[src/rtl/core/probe_reading_qualifier_unit_defines.svh]
// Assertion macros for the probe reading qualifier.
// No dependencies; included by the top level.
`ifndef PROBE_READING_QUALIFIER_UNIT_DEFINES_SVH
`define PROBE_READING_QUALIFIER_UNIT_DEFINES_SVH
`ifndef ASSERT_OFF
`define PRQ_ASSERT(label, clk, rst_n, prop, msg) \
  label: assert property (@(posedge clk) disable iff (!rst_n) prop) else $error(msg);
`define PRQ_ASSERT_NEXT(label, clk, rst_n, cond, nxt, msg) \
  label: assert property (@(posedge clk) disable iff (!rst_n) (cond) |=> (nxt)) else $error(msg);
`else
`define PRQ_ASSERT(label, clk, rst_n, prop, msg)
`define PRQ_ASSERT_NEXT(label, clk, rst_n, cond, nxt, msg)
`endif
`endif

[src/rtl/core/prq_pkg.sv]
// Shared types and constants for the probe reading qualifier.
// No dependencies.
package prq_pkg;
  localparam int COUNT_WIDTH = 16;

  typedef enum logic [1:0] {
    LINK_OK = 2'd0, LINK_TIMEOUT = 2'd1, LINK_EXCEPTION = 2'd2, LINK_FRAME = 2'd3
  } link_t;

  typedef enum logic [2:0] {
    ST_OK = 3'd0, ST_TIMEOUT = 3'd1, ST_EXCEPTION = 3'd2, ST_FRAME = 3'd3,
    ST_IMPLAUSIBLE = 3'd4, ST_STUCK = 3'd5
  } status_t;

  localparam logic [0:0] REG_THRESHOLD = 1'b0;

  // IEEE single constants
  localparam logic [31:0] F_NEG5  = 32'hC0A0_0000;
  localparam logic [31:0] F_60    = 32'h4270_0000;
  localparam logic [31:0] F_200   = 32'h4348_0000;
  localparam logic [31:0] F_50    = 32'h4248_0000;

  typedef struct packed {
    logic [1:0]  link_status;
    logic [7:0]  exception_code;
    logic [31:0] oxygen_bits;
    logic [31:0] saturation_bits;
    logic [31:0] temperature_bits;
  } item_t;

  typedef struct packed {
    status_t     status;
    logic [7:0]  exception_out;
    logic [15:0] repeat_count;
  } result_t;

  // ordered compare a < b for finite singles; -0 == +0
  function automatic logic flt_lt(input logic [31:0] a, input logic [31:0] b);
    logic az, bz;
    az = (a[30:0] == 31'd0);
    bz = (b[30:0] == 31'd0);
    if (az && bz) return 1'b0;
    if (a[31] != b[31]) return a[31];
    if (a[31]) return a[30:0] > b[30:0];
    return a[30:0] < b[30:0];
  endfunction

  function automatic logic flt_finite(input logic [31:0] a);
    return a[30:23] != 8'hFF;
  endfunction
endpackage

[src/rtl/core/prq_check.sv]
// Plausibility check on the three readings: finiteness and range compares.
// Depends on prq_pkg.
module prq_check (
  input  logic [31:0] oxygen_bits,
  input  logic [31:0] saturation_bits,
  input  logic [31:0] temperature_bits,
  output logic        plausible
);
  logic fin, t_ok, s_ok, o_ok;
  always_comb begin
    fin = prq_pkg::flt_finite(oxygen_bits) && prq_pkg::flt_finite(saturation_bits)
       && prq_pkg::flt_finite(temperature_bits);
    t_ok = !prq_pkg::flt_lt(temperature_bits, prq_pkg::F_NEG5)
        && !prq_pkg::flt_lt(prq_pkg::F_60, temperature_bits);
    s_ok = !prq_pkg::flt_lt(saturation_bits, 32'h0)
        && !prq_pkg::flt_lt(prq_pkg::F_200, saturation_bits);
    o_ok = !prq_pkg::flt_lt(oxygen_bits, 32'h0)
        && !prq_pkg::flt_lt(prq_pkg::F_50, oxygen_bits);
    plausible = fin && t_ok && s_ok && o_ok;
  end
endmodule

[src/rtl/core/prq_tracker.sv]
// Repeat tracker: previous sample, identical count and stuck decision.
// Depends on prq_pkg.
module prq_tracker (
  input  logic                 clk,
  input  logic                 rst_n,
  input  logic                 step,
  input  logic [31:0]          oxygen_bits,
  input  logic [31:0]          temperature_bits,
  input  logic [15:0]          threshold,
  output logic [prq_pkg::COUNT_WIDTH-1:0] count_now,
  output logic [prq_pkg::COUNT_WIDTH-1:0] count_nxt,
  output logic                 stuck
);
  localparam int CW = prq_pkg::COUNT_WIDTH;
  logic          have_r;
  logic [31:0]   ox_r, tmp_r;
  logic [CW-1:0] count_r;
  logic          same;

  always_comb begin
    same = have_r && (oxygen_bits == ox_r) && (temperature_bits == tmp_r);
    if (!same) count_nxt = '0;
    else if (count_r == {CW{1'b1}}) count_nxt = count_r;
    else count_nxt = count_r + {{(CW-1){1'b0}}, 1'b1};
    stuck = 32'(count_nxt) >= 32'(threshold);
  end
  assign count_now = count_r;

  always_ff @(posedge clk) begin
    if (!rst_n) begin
      have_r <= 1'b0;
      ox_r <= '0;
      tmp_r <= '0;
      count_r <= '0;
    end else if (step) begin
      have_r <= 1'b1;
      ox_r <= oxygen_bits;
      tmp_r <= temperature_bits;
      count_r <= count_nxt;
    end
  end
endmodule

[src/rtl/core/probe_reading_qualifier_unit.sv]
// Top level of the probe reading qualifier: stream ports, APB register, result stage.
// Depends on prq_pkg, prq_check, prq_tracker and the defines header.
//  channel | direction | beat
//  in_     | slave     | tdata = link_status, exception_code, oxygen, saturation, temperature
//  out_    | master    | tdata = status, exception_out, repeat_count
//  cfg_    | APB slave | stuck_threshold at address 0
// One beat per cycle while the output is not stalled; a result is valid the cycle after
// its beat leaves the input register.
// The input is registered, then one compare-and-count pass fills the output register.
// in_tready is low only while a result waits and the input stage is also full.
// rst_n is synchronous; it clears the handshake, the threshold and the tracker.
`include "probe_reading_qualifier_unit_defines.svh"
module probe_reading_qualifier_unit (
  input  logic         clk,
  input  logic         rst_n,
  input  logic         in_tvalid,
  output logic         in_tready,
  // [1:0] link_status, [9:2] exception_code, [41:10] oxygen_bits,
  // [73:42] saturation_bits, [105:74] temperature_bits, [111:106] zero
  input  logic [111:0] in_tdata,
  output logic         out_tvalid,
  input  logic         out_tready,
  // [2:0] status, [10:3] exception_out, [26:11] repeat_count, [31:27] zero
  output logic [31:0]  out_tdata,
  input  logic         cfg_psel,
  input  logic         cfg_penable,
  input  logic         cfg_pwrite,
  input  logic [1:0]   cfg_paddr,
  input  logic [31:0]  cfg_pwdata,
  output logic [31:0]  cfg_prdata,
  output logic         cfg_pready
);
  localparam int CW = prq_pkg::COUNT_WIDTH;
  logic [15:0]      thr_r;
  logic             iv_r, ov_r;
  prq_pkg::item_t   item_r;
  prq_pkg::result_t res_r, res_nxt;
  logic             plausible, stuck, step, advance;
  logic [CW-1:0]    count_now, count_nxt;

  assign cfg_pready = 1'b1;
  assign cfg_prdata = (cfg_paddr[1:1] == prq_pkg::REG_THRESHOLD) ? {16'd0, thr_r} : 32'd0;

  always_ff @(posedge clk) begin
    if (!rst_n) thr_r <= '0;
    else if (cfg_psel && cfg_penable && cfg_pwrite && cfg_pready
             && cfg_paddr[1:1] == prq_pkg::REG_THRESHOLD)
      thr_r <= cfg_pwdata[15:0];
  end

  // result register free, so the input stage can move on
  assign advance   = iv_r && (!ov_r || out_tready);
  assign in_tready = !iv_r || advance;

  always_ff @(posedge clk) begin
    if (!rst_n) iv_r <= 1'b0;
    else if (in_tready) iv_r <= in_tvalid;
  end
  always_ff @(posedge clk) begin
    if (in_tready && in_tvalid) begin
      item_r.link_status      <= in_tdata[1:0];
      item_r.exception_code   <= in_tdata[9:2];
      item_r.oxygen_bits      <= in_tdata[41:10];
      item_r.saturation_bits  <= in_tdata[73:42];
      item_r.temperature_bits <= in_tdata[105:74];
    end
  end

  prq_check u_check (
    .oxygen_bits(item_r.oxygen_bits), .saturation_bits(item_r.saturation_bits),
    .temperature_bits(item_r.temperature_bits), .plausible(plausible)
  );

  assign step = advance && (item_r.link_status == prq_pkg::LINK_OK) && plausible;

  prq_tracker u_tracker (
    .clk(clk), .rst_n(rst_n), .step(step),
    .oxygen_bits(item_r.oxygen_bits), .temperature_bits(item_r.temperature_bits),
    .threshold(thr_r), .count_now(count_now), .count_nxt(count_nxt), .stuck(stuck)
  );

  function automatic logic [15:0] sat16(input logic [CW-1:0] c);
    logic [31:0] w;
    w = 32'(c);
    if (w > 32'h0000_FFFF) return 16'hFFFF;
    return w[15:0];
  endfunction

  always_comb begin
    res_nxt.exception_out = 8'd0;
    res_nxt.repeat_count  = sat16(count_now);
    case (item_r.link_status)
      prq_pkg::LINK_OK: begin
        if (!plausible) res_nxt.status = prq_pkg::ST_IMPLAUSIBLE;
        else begin
          res_nxt.status = stuck ? prq_pkg::ST_STUCK : prq_pkg::ST_OK;
          res_nxt.repeat_count = sat16(count_nxt);
        end
      end
      prq_pkg::LINK_TIMEOUT: res_nxt.status = prq_pkg::ST_TIMEOUT;
      prq_pkg::LINK_EXCEPTION: begin
        res_nxt.status = prq_pkg::ST_EXCEPTION;
        res_nxt.exception_out = item_r.exception_code;
      end
      default: res_nxt.status = prq_pkg::ST_FRAME;
    endcase
  end

  always_ff @(posedge clk) begin
    if (!rst_n) ov_r <= 1'b0;
    else if (advance) ov_r <= 1'b1;
    else if (out_tready) ov_r <= 1'b0;
  end
  always_ff @(posedge clk) begin
    if (advance) res_r <= res_nxt;
  end

  assign out_tvalid = ov_r;
  assign out_tdata  = {5'd0, res_r.repeat_count, res_r.exception_out, res_r.status};

  `PRQ_ASSERT(a_exc_zero, clk, rst_n, (out_tvalid && res_r.status != prq_pkg::ST_EXCEPTION) |-> (res_r.exception_out == 8'd0), "exception_out nonzero outside exception")
  `PRQ_ASSERT_NEXT(a_hold, clk, rst_n, out_tvalid && !out_tready, out_tvalid && $stable(out_tdata), "stalled result changed")
  `PRQ_ASSERT(a_stuck_ok, clk, rst_n, (out_tvalid && res_r.status == prq_pkg::ST_STUCK) |-> (res_r.repeat_count >= thr_r), "stuck below threshold")
endmodule
[config.mk]
export PLATFORM = sky130hd
export DESIGN_NAME = probe_reading_qualifier_unit
export DESIGN_NICKNAME = d
export VERILOG_FILES = /design/src/rtl/core/prq_pkg.sv /design/src/rtl/core/prq_check.sv /design/src/rtl/core/prq_tracker.sv /design/src/rtl/core/probe_reading_qualifier_unit.sv
export VERILOG_INCLUDE_DIRS = /design/src /design/src/rtl/core
export SDC_FILE = /design/constraint.sdc
export NUM_CORES = 1
export LEC_CHECK = 0
export BUFFER_PORTS_ARGS = -buffer_cell sky130_fd_sc_hd__buf_4
export CAP_MARGIN = 20
export CORE_MARGIN = 1
export CORE_UTILIZATION = 45
export CTS_CLUSTER_SIZE = 10
export DETAILED_ROUTE_END_ITERATION = 10
export PLACE_DENSITY_LB_ADDON = 0.15
export SLEW_MARGIN = 15
export SYNTH_ARGS = -nofsm -noshare
export SYNTH_HDL_FRONTEND = slang
export SYNTH_SLANG_ARGS = --single-unit
[constraint.sdc]
create_clock -name clk -period 3.7 [get_ports clk]
set_clock_uncertainty 0.2 [all_clocks]
set_input_delay 0.74 -clock clk [delete_from_list [all_inputs] [get_ports clk]]
set_output_delay 0.74 -clock clk [all_outputs]
set_load 0.1 [all_outputs]
After elaboration in Yosys (flattened, before gate mapping)
Cells that the tools add are included.

Output and inout port bits: 67. Bits in read-only memories: 0. Bits of input ports: 153. Logic and storage cells: 108. Memories kept: 0. Bits in latches: 0. Memory bits (writable): 0. Register bits after elaboration: 232.

Multiplexer cells: 42. Equality and inequality tests: 8. Add/sub/neg operators: 1. Div/mod/pow operators: 0. Multiply operators: 0. Reduce and logical (&&, ||, !) cells: 31. Bitwise operators: 1. Magnitude comparators: 10. Shifts and indexed selects: 0.

Operators by type and width (count): $lt 31x31->1 const A (3); $mux 16 (5); $eq 32x32->1 (2); $gt 31x1->1 const B (2); $logic_not 31->1 (2); $lt 31x1->1 const B (2); $mux 1 (34); $gt 31x31->1 const B (1); $lt 31x31->1 const B (1); $ne 8x8->1 const B (3); $logic_and 1x1->1 (17); $add 16x1->16 const B (1); $eq 16x16->1 const B (1); $ge 16x16->1 (1); $pmux 3 s3 (1); $logic_not 1->1 (8); $mux 3 (2); $eq 2x1->1 const B (1); $eq 2x2->1 const B (1); $logic_not 2->1 (1); $logic_or 1x1->1 (2); $reduce_bool 2->1 (1); $not 1->1 (1).

Logic depth before layout (Yosys ltp)
Gate-level depths: netlist of run 1.

Depth in word-level cells: 14. Mapped depth: 16. Gate-level depth less buffers: 14.

Cells and area by module
A second synthesis of run 1 with hierarchy kept.

Cell total of the unflattened synthesis: 934. Area total of the unflattened synthesis: 10978.0 um^2.

Modules (own cells, without submodules): probe_reading_qualifier_unit (area each 5332.6 um^2, cells an instance 287, sequential area each 4354.2 um^2, times used 1); prq_tracker (area each 5245.0 um^2, cells an instance 583, sequential area each 1621.6 um^2, times used 1); prq_check (area each 400.4 um^2, cells an instance 64, sequential area each 0.0 um^2, times used 1).

Least setup slack after synthesis of run 1
Ideal clock, no wire load.

Path type: reg2reg. Start: register ov_r, in the netlist out_tvalid. End: register item_r[0] (netlist name). Stages on the path, launching flop included: 4. Period minus slack after synthesis: 4858 ps. Setup time: 476 ps. Arrival time: 4181 ps. Buffers on the path: 0. Path slack: -1158 ps. Data required time: 3024 ps. Cell sequence: dfxtp_1 nor2b_1 nand2_1 and2_1.

Word-level cells in the longest chain between the ends: 5.

Ends and longest elaborated chain: start: declaration (RTL line probe_reading_qualifier_unit.sv:35) `logic iv_r, ov_r;`; start signal: assignment (RTL line probe_reading_qualifier_unit.sv:110) `if (!rst_n) ov_r <= 1'b0;`; start signal: assignment (RTL line probe_reading_qualifier_unit.sv:111) `else if (advance) ov_r <= 1'b1;`; start signal: assignment (RTL line probe_reading_qualifier_unit.sv:112) `else if (out_tready) ov_r <= 1'b0;`; $logic_not 1->1 (RTL line probe_reading_qualifier_unit.sv:52) `assign advance = iv_r && (!ov_r || out_tready);`; $logic_or 1x1->1 (RTL line probe_reading_qualifier_unit.sv:52); $logic_and 1x1->1 (RTL line probe_reading_qualifier_unit.sv:52); $logic_or 1x1->1 (RTL line probe_reading_qualifier_unit.sv:53) `assign in_tready = !iv_r || advance;`; net in_tready (RTL line probe_reading_qualifier_unit.sv:17) `output logic in_tready,`; $logic_and 1x1->1 (RTL line probe_reading_qualifier_unit.sv:60) `if (in_tready && in_tvalid) begin`.

The timed path passes the listed nets, and every way through them passes these cells. A chain may end at the register's enable or synchronous reset.

==> results.cfg, run 1 <==
[hold_path]
hold_path_class = in -> reg

[worst_setup_path]
reg2reg_to = out_tdata[0]
reg2regPathDepth = 14
crit_start = item_r[10]
r2r_start = item_r[10]
cp-endpoint = out_tdata[0]
critPathLaunchType = flop
rrSetupSlack_ns = 0.15
crit_type = reg -> reg
worstPathRequired_ns = 3.78
cp-end-kind = flop
cp_max_fo = 6
cp.arrival_ns = 3.63

[die]
num_rows = 55
pin_count = 220
die_area_um2 = 23720
chipHeight_um = 154.0
chipWidth_um = 154.0
initial_core_util_pct = 45.92
core_region_area_um2 = 22640

[timing]
hold_ws_ns = 0.1726
setup_viol = 0
fmax_mhz = 281.5
tightest_slew_ns = 0.7192
period_share_pct = 96.01
slew_viol_final = 0
finalHoldViolCount = 0
relSlewSlack_pct = 51.80
post-route-min-period_ns = 3.552

[synthesis]
ys_seq_elements = 232
avgSynthCellArea_um2 = 10.37
ys_top_cells_by_count = edfxtp_1 (133), a21oi_1 (108), dfxtp_1 (99)
synth_edf_count = 133
synth_cell_types = 55
yosysTopAreaCellShare_pct = 38.41
yosys-top-cells-area = edfxtp_1 (38%), dfxtp_1 (19%), a21oi_1 (5.2%)
synth_largest_area_cell = edfxtp_1
ys_seq_area_share_pct = 57.47
synthXorXnorAreaFrac_pct = 4.886
syn_area_um2 = 10400
muxShareOfSynthArea_pct = 0
synthAdderAreaFrac_pct = 2.046
netlist_instances = 1003
synth_top_family_by_area = simple AND/OR/NAND/NOR gates
ys_warn_count = 0
synth_flop_cell = edfxtp_1
synthArstFlopShare_pct = 0
yosysMostFrequentCell = edfxtp_1
synth_compound_area_share_pct = 14.46
synth-simple-area-share_pct = 15.92

[clock_network]
cts_max_path_buffers = 3
h-tree-depth = 1
clk_latency_ns = 0.54
clk_pin_slew_worst_paths_ns = 0.05
cts_tree = done
cts.sinks = 232
cts_made_buffers = 28
cts_root_buf = clkbuf_16
cts_hold_buf = 0

[power_and_ir_drop]
p_total_mw = 6.023
power.density_nw_per_um2 = 446.1
ir_drop_v = 0.0004469
p_leak_nw = 4.830

[cells_and_area]
fin_cells = 1531
fill_cells = 1928
layout-drive-gt1-share_pct = 27.29
multi_input_area_um2 = 4165
antennaDiodeCount = 0
regArea_um2 = 5976
syn_to_final_growth_pct = 29.86
nNetsFinal = 1395
fin_util_pct = 59.64

[drt]
routed_wirelength_um = 26610
ant_nets = 0
wl_per_cell_um = 17.38
vias = 8442
drc = 0
drtIter0Drc = 578
dr.pass1.iters = 5
vias_per_cell = 5.514

[global_route]
grtUsageTotal_pct = 21.91
grt_max_degree = 99
grt_pass1_vias = 7995
gr-total-overflow = 0
antenna_found_initial = 0
grt_pass1_wl_um = 41380

[run]
drv_cap = 0

[place]
globalplace.congestion = 0.9044
place.detailed.hpwl_um = 18010
port_buffers = 174
placed_cells = 1471

[status]
status = completed
repair_timing:
action                                  4_1_cts  5_1_grt
resized for setup                             5       39
hold endpoints to repair                      0        0
gates cloned                                  0        0
endpoints found under the setup margin        2        5
setup buffers                                 2        9
pin swaps                                     3       19
sequential cells by signal, summed over array words and instances (netlist names):
signal	cells
iv_r	1
thr_r	16
out_tdata	27
u_tracker.tmp_r	32
u_tracker.ox_r	32
u_tracker.count_now	16
u_tracker.have_r	1
out_tvalid	1
item_r	106
cell families (layout without fill, tap and decap cells):
group | after synthesis | after routing
xor+xnor | 58 | 58
other cells | 2 | 22
simple gates | 315 | 315
buf+inv | 118 | 341
flops | 232 | 232
compound gates | 261 | 261
fa+ha+maj | 17 | 17
per-layer routing:
layer | vias up | global-route usage, % | share of wire, % | wire, um
li1 | 4095 | - | - | -
met1 | 4013 | 28.58 | 43 | 11330
met2 | 287 | 37.12 | 49 | 13090
met3 | 47 | 3.185 | 5.4 | 1428
met4 | 0 | 7.762 | 2.8 | 757
met5 | - | 0 | 0 | 0
area by class of cell:
class	count	area share, %
sequential	232	44.26
multi-input combinational	673	30.85
timing repair buffer	262	15.09
clock buffer	49	6.227
tap	285	2.641
inverter	28	0.7784
clock inverter	2	0.1575
power breakdown:
| part | internal (mW) | switching [mW] | total [mW] |
|---|---|---|---|
| Combinational | 0.198 | 0.408 | 0.605 |
| Sequential | 2.83 | 0.0620 | 2.89 |
| Clock | 1.53 | 0.999 | 2.53 |
worst min path at each step:
stage,startpoint,endpoint,slack [ns],cells past startpoint
after global placement,thr_r[7],thr_r[7],0.24,2
final,in_tdata[55],item_r[45],0.17,1
after CTS,in_tdata[33],item_r[87],0.15,1
after global routing,in_tdata[54],item_r[44],0.15,1
after detailed placement,thr_r[3],thr_r[3],0.25,2
after floorplan,thr_r[10],thr_r[10],0.24,2
critical path, stage by stage (launching register included):
cell,delay (ns)
edfxtp_1,0.44
xnor2_2,0.19
nand4_1,0.15
nor4_2,0.30
buf_4,0.15
nand4_1,0.20
or2_4,0.38
a21oi_2,0.15
ha_1,0.26
a21o_1,0.16
a21o_1,0.17
a21oi_1,0.18
o21ai_2,0.10
a21oi_4,0.16
o21bai_1,0.09
cell usage in the layout (no fill, tap or decap), types with 9 or more instances in the layout:
cell type	n
nand4_1	32
and2_1	11
clkbuf_1	16
nor4_1	19
conb_1	22
clkbuf_16	29
ha_1	14
inv_1	27
and3_1	9
nand2_1	49
nor2_1	48
o21ai_0	75
nand2b_1	16
a31oi_1	14
edfxtp_1	133
buf_4	255
nor3_1	12
dfxtp_1	99
nand3_1	77
xnor2_1	48
a21oi_1	99
o31ai_1	26
stage by stage:
step                      cell area, um2  setup slack (ns)  TNS, ns
after floorplan                    10480           0.04951        0
after global placement             12380          -0.07420  -0.1335
after detailed placement           12380           -0.1447  -0.2729
after CTS                          13270           0.01077        0
after global routing               13500          -0.05853  -0.1014
final                              13500            0.1477        0
(Power assumes the default switching activity.)
==> run 2: changes to the inputs <==
Settings changed: CELL_PAD_IN_SITES_DETAIL_PLACEMENT set to 0, CELL_PAD_IN_SITES_GLOBAL_PLACEMENT set to 1, CORE_UTILIZATION 45 to 38.
==> run 2 against run 1 <==
  * Power increased by 0.35%
  * Sequential share of layout area is 0.16 points lower
  * Wire length increased by 3.0%
  * First-iteration DRC count shrank 26%
==> results.cfg, run 2 (synthesis results as in run 1) <==
[global_route]
met3_usage_pct = 2.742
grt_pass1_wl_um = 43830
use_met2_pct = 34.57
grt_max_degree = 74
grt_pass1_vias = 8238
antenna_found_initial = 0
gr-total-overflow = 0
grtUsageTotal_pct = 19.59
top_usage_layer = met2
met1_usage_pct = 24.98

[power_and_ir_drop]
power.share.sequential_pct = 47.7
power_frac_comb_pct = 10.3
ir_drop_v = 0.0003550
p_leak_nw = 4.861
power.density_nw_per_um2 = 446.0
p_switching_mw = 1.480
p_sw_share_pct = 24.49
p_clk_share_pct = 42.0
intPower_mw = 4.564

[hold_path]
hold_path_class = in -> reg

[timing]
post-route-min-period_ns = 3.495
period_share_pct = 94.45
tightest_slew_ns = 0.9268
totalNegativeSetupSlack_ns = 0
fmax_mhz = 286.2
hold_ws_ns = 0.1750
slew_viol_final = 0
finalHoldViolCount = 0
relSlewSlack_pct = 38.21
setup_viol = 0

[die]
chipHeight_um = 167.4
die_area_um2 = 28030
core_region_area_um2 = 26880
chipWidth_um = 167.4
initial_core_util_pct = 38.69
pin_count = 220
num_rows = 60

[worst_setup_path]
crit_buf_inv = 2
cpPeakStageDelay_ns = 0.43
cp_max_fo = 6
cp-end-kind = flop
critPathSlowestCell = edfxtp_1
path_delay_family = compound AO/OA/AOI/OAI gates
crit_type = reg -> reg
worstPathRequired_ns = 3.77
critPathLaunchType = flop
path_cells = xnor2_1, buf_4, nand4_1, nor4_2, nand4_1, buf_4, or2_4, a21oi_2, ha_1, a21o_1, a21o_1, a21oi_1, o21ai_0, a21oi_2, a21oi_1
cp.arrival_ns = 3.56

[drt]
drc = 0
drtIter0Drc = 426
dr.pass1.iters = 5
vias_per_cell = 5.179
routed_wirelength_um = 27400
ant_nets = 0
wl_per_cell_um = 17.09
vias = 8302

[cells_and_area]
fin_util_pct = 50.42
layout-drive-gt1-share_pct = 26.78
largest_register_ffs = 106
final_cell_mix = buf_4 (273), edfxtp_1 (133), a21oi_1 (103)
nNetsFinal = 1410
syn_to_final_growth_pct = 30.34
largest_registers = item_r (106), u_tracker.ox_r (32), u_tracker.tmp_r (32)
regMostFlops = item_r
layout_commonest_cell = buf_4
fill_cells = 2506
antennaDiodeCount = 0

[clock_network]
cts_made_buffers = 28
h-tree-depth = 1
clk_latency_ns = 0.54
clk_pin_slew_worst_paths_ns = 0.06
cts_root_buf = clkbuf_16
cts.sinks = 232
cts_max_path_buffers = 3
cts_hold_buf = 0
cts_tree = done

[place]
globalplace.congestion = 0.8093
port_buffers = 174
place.detailed.hpwl_um = 19400

[run]
drv_cap = 0

[status]
status = completed
[run 2: cell types whose count changed in the layout (fill, tap and decap cells not counted), moves of 3 or more]
cell and delta:
xnor2_1 +3, o21ai_2 -3, xnor2_2 -3, buf_4 +18, a21oi_1 +4, ha_1 +3
[run 2: final timing paths]
kind	to	slack (ns)	cells after the start	from
worst max-delay path	out_tdata[2]	0.21	15	item_r[80]
worst min register to register	thr_r[14]	0.25	2	thr_r[14]
worst max register to register	out_tdata[2]	0.21	15	item_r[80]
worst min-delay path	item_r[15]	0.17	1	in_tdata[89]
[run 2: stage by stage]
stage	instances	power [mW]	cell area (um2)	worst slack (ns)
detailed placement	1550	3.561	12600	-0.07617
global placement	1550	3.559	12600	0.01738
floorplan	1023	3.311	10480	0.04951
finish	1603	6.044	13550	0.2054
CTS	1602	6.120	13470	0.02689
global route	1603	6.279	13550	-0.02183
[run 2: routing by layer]
layer	vias to the layer above	routed length [um]	share of wire [%]
met2	236	13810	50
met4	0	609	2.2
met5	-	0	0
met1	3898	11730	43
met3	42	1251	4.6
li1	4126	-	-
[run 2: area by class of cell]
| class | count | area [um2] | share of cell area [%] |
|---|---|---|---|
| tap | 341 | 426.7 | 3.148 |
| sequential | 232 | 5976 | 44.10 |
| clock buffer | 51 | 848.3 | 6.260 |
| inverter | 28 | 105.1 | 0.7756 |
| multi-input combinational | 673 | 4066 | 30.01 |
| clock inverter | 1 | 8.758 | 0.06463 |
| timing repair buffer | 277 | 2121 | 15.65 |
[run 2: worst register-to-register path, cell delays in order, from the launching register on]
cell and delay, ns:
edfxtp_1 0.43, xnor2_1 0.16, buf_4 0.14, nand4_1 0.16, nor4_2 0.30, nand4_1 0.15, buf_4 0.20, or2_4 0.29
a21oi_2 0.13, ha_1 0.25, a21o_1 0.16, a21o_1 0.16, a21oi_1 0.14, o21ai_0 0.11, a21oi_2 0.16, a21oi_1 0.09
[run 2: power groups by stage]
stage | Combinational, mW | Sequential [mW] | Clock (mW)
2_1_floorplan | 0.269 | 3.04 | 0
3_3_place_gp | 0.619 | 2.94 | 0
3_5_place_dp | 0.620 | 2.94 | 0
4_1_cts | 0.622 | 2.89 | 2.61
5_1_grt | 0.657 | 2.89 | 2.73
6_report | 0.621 | 2.89 | 2.54
[run 2: repair_timing]
item	in CTS	in global routing
cloned	0	0
gates resized for setup	4	18
pin swaps	1	6
buffers inserted	0	1
setup endpoints to repair	2	9
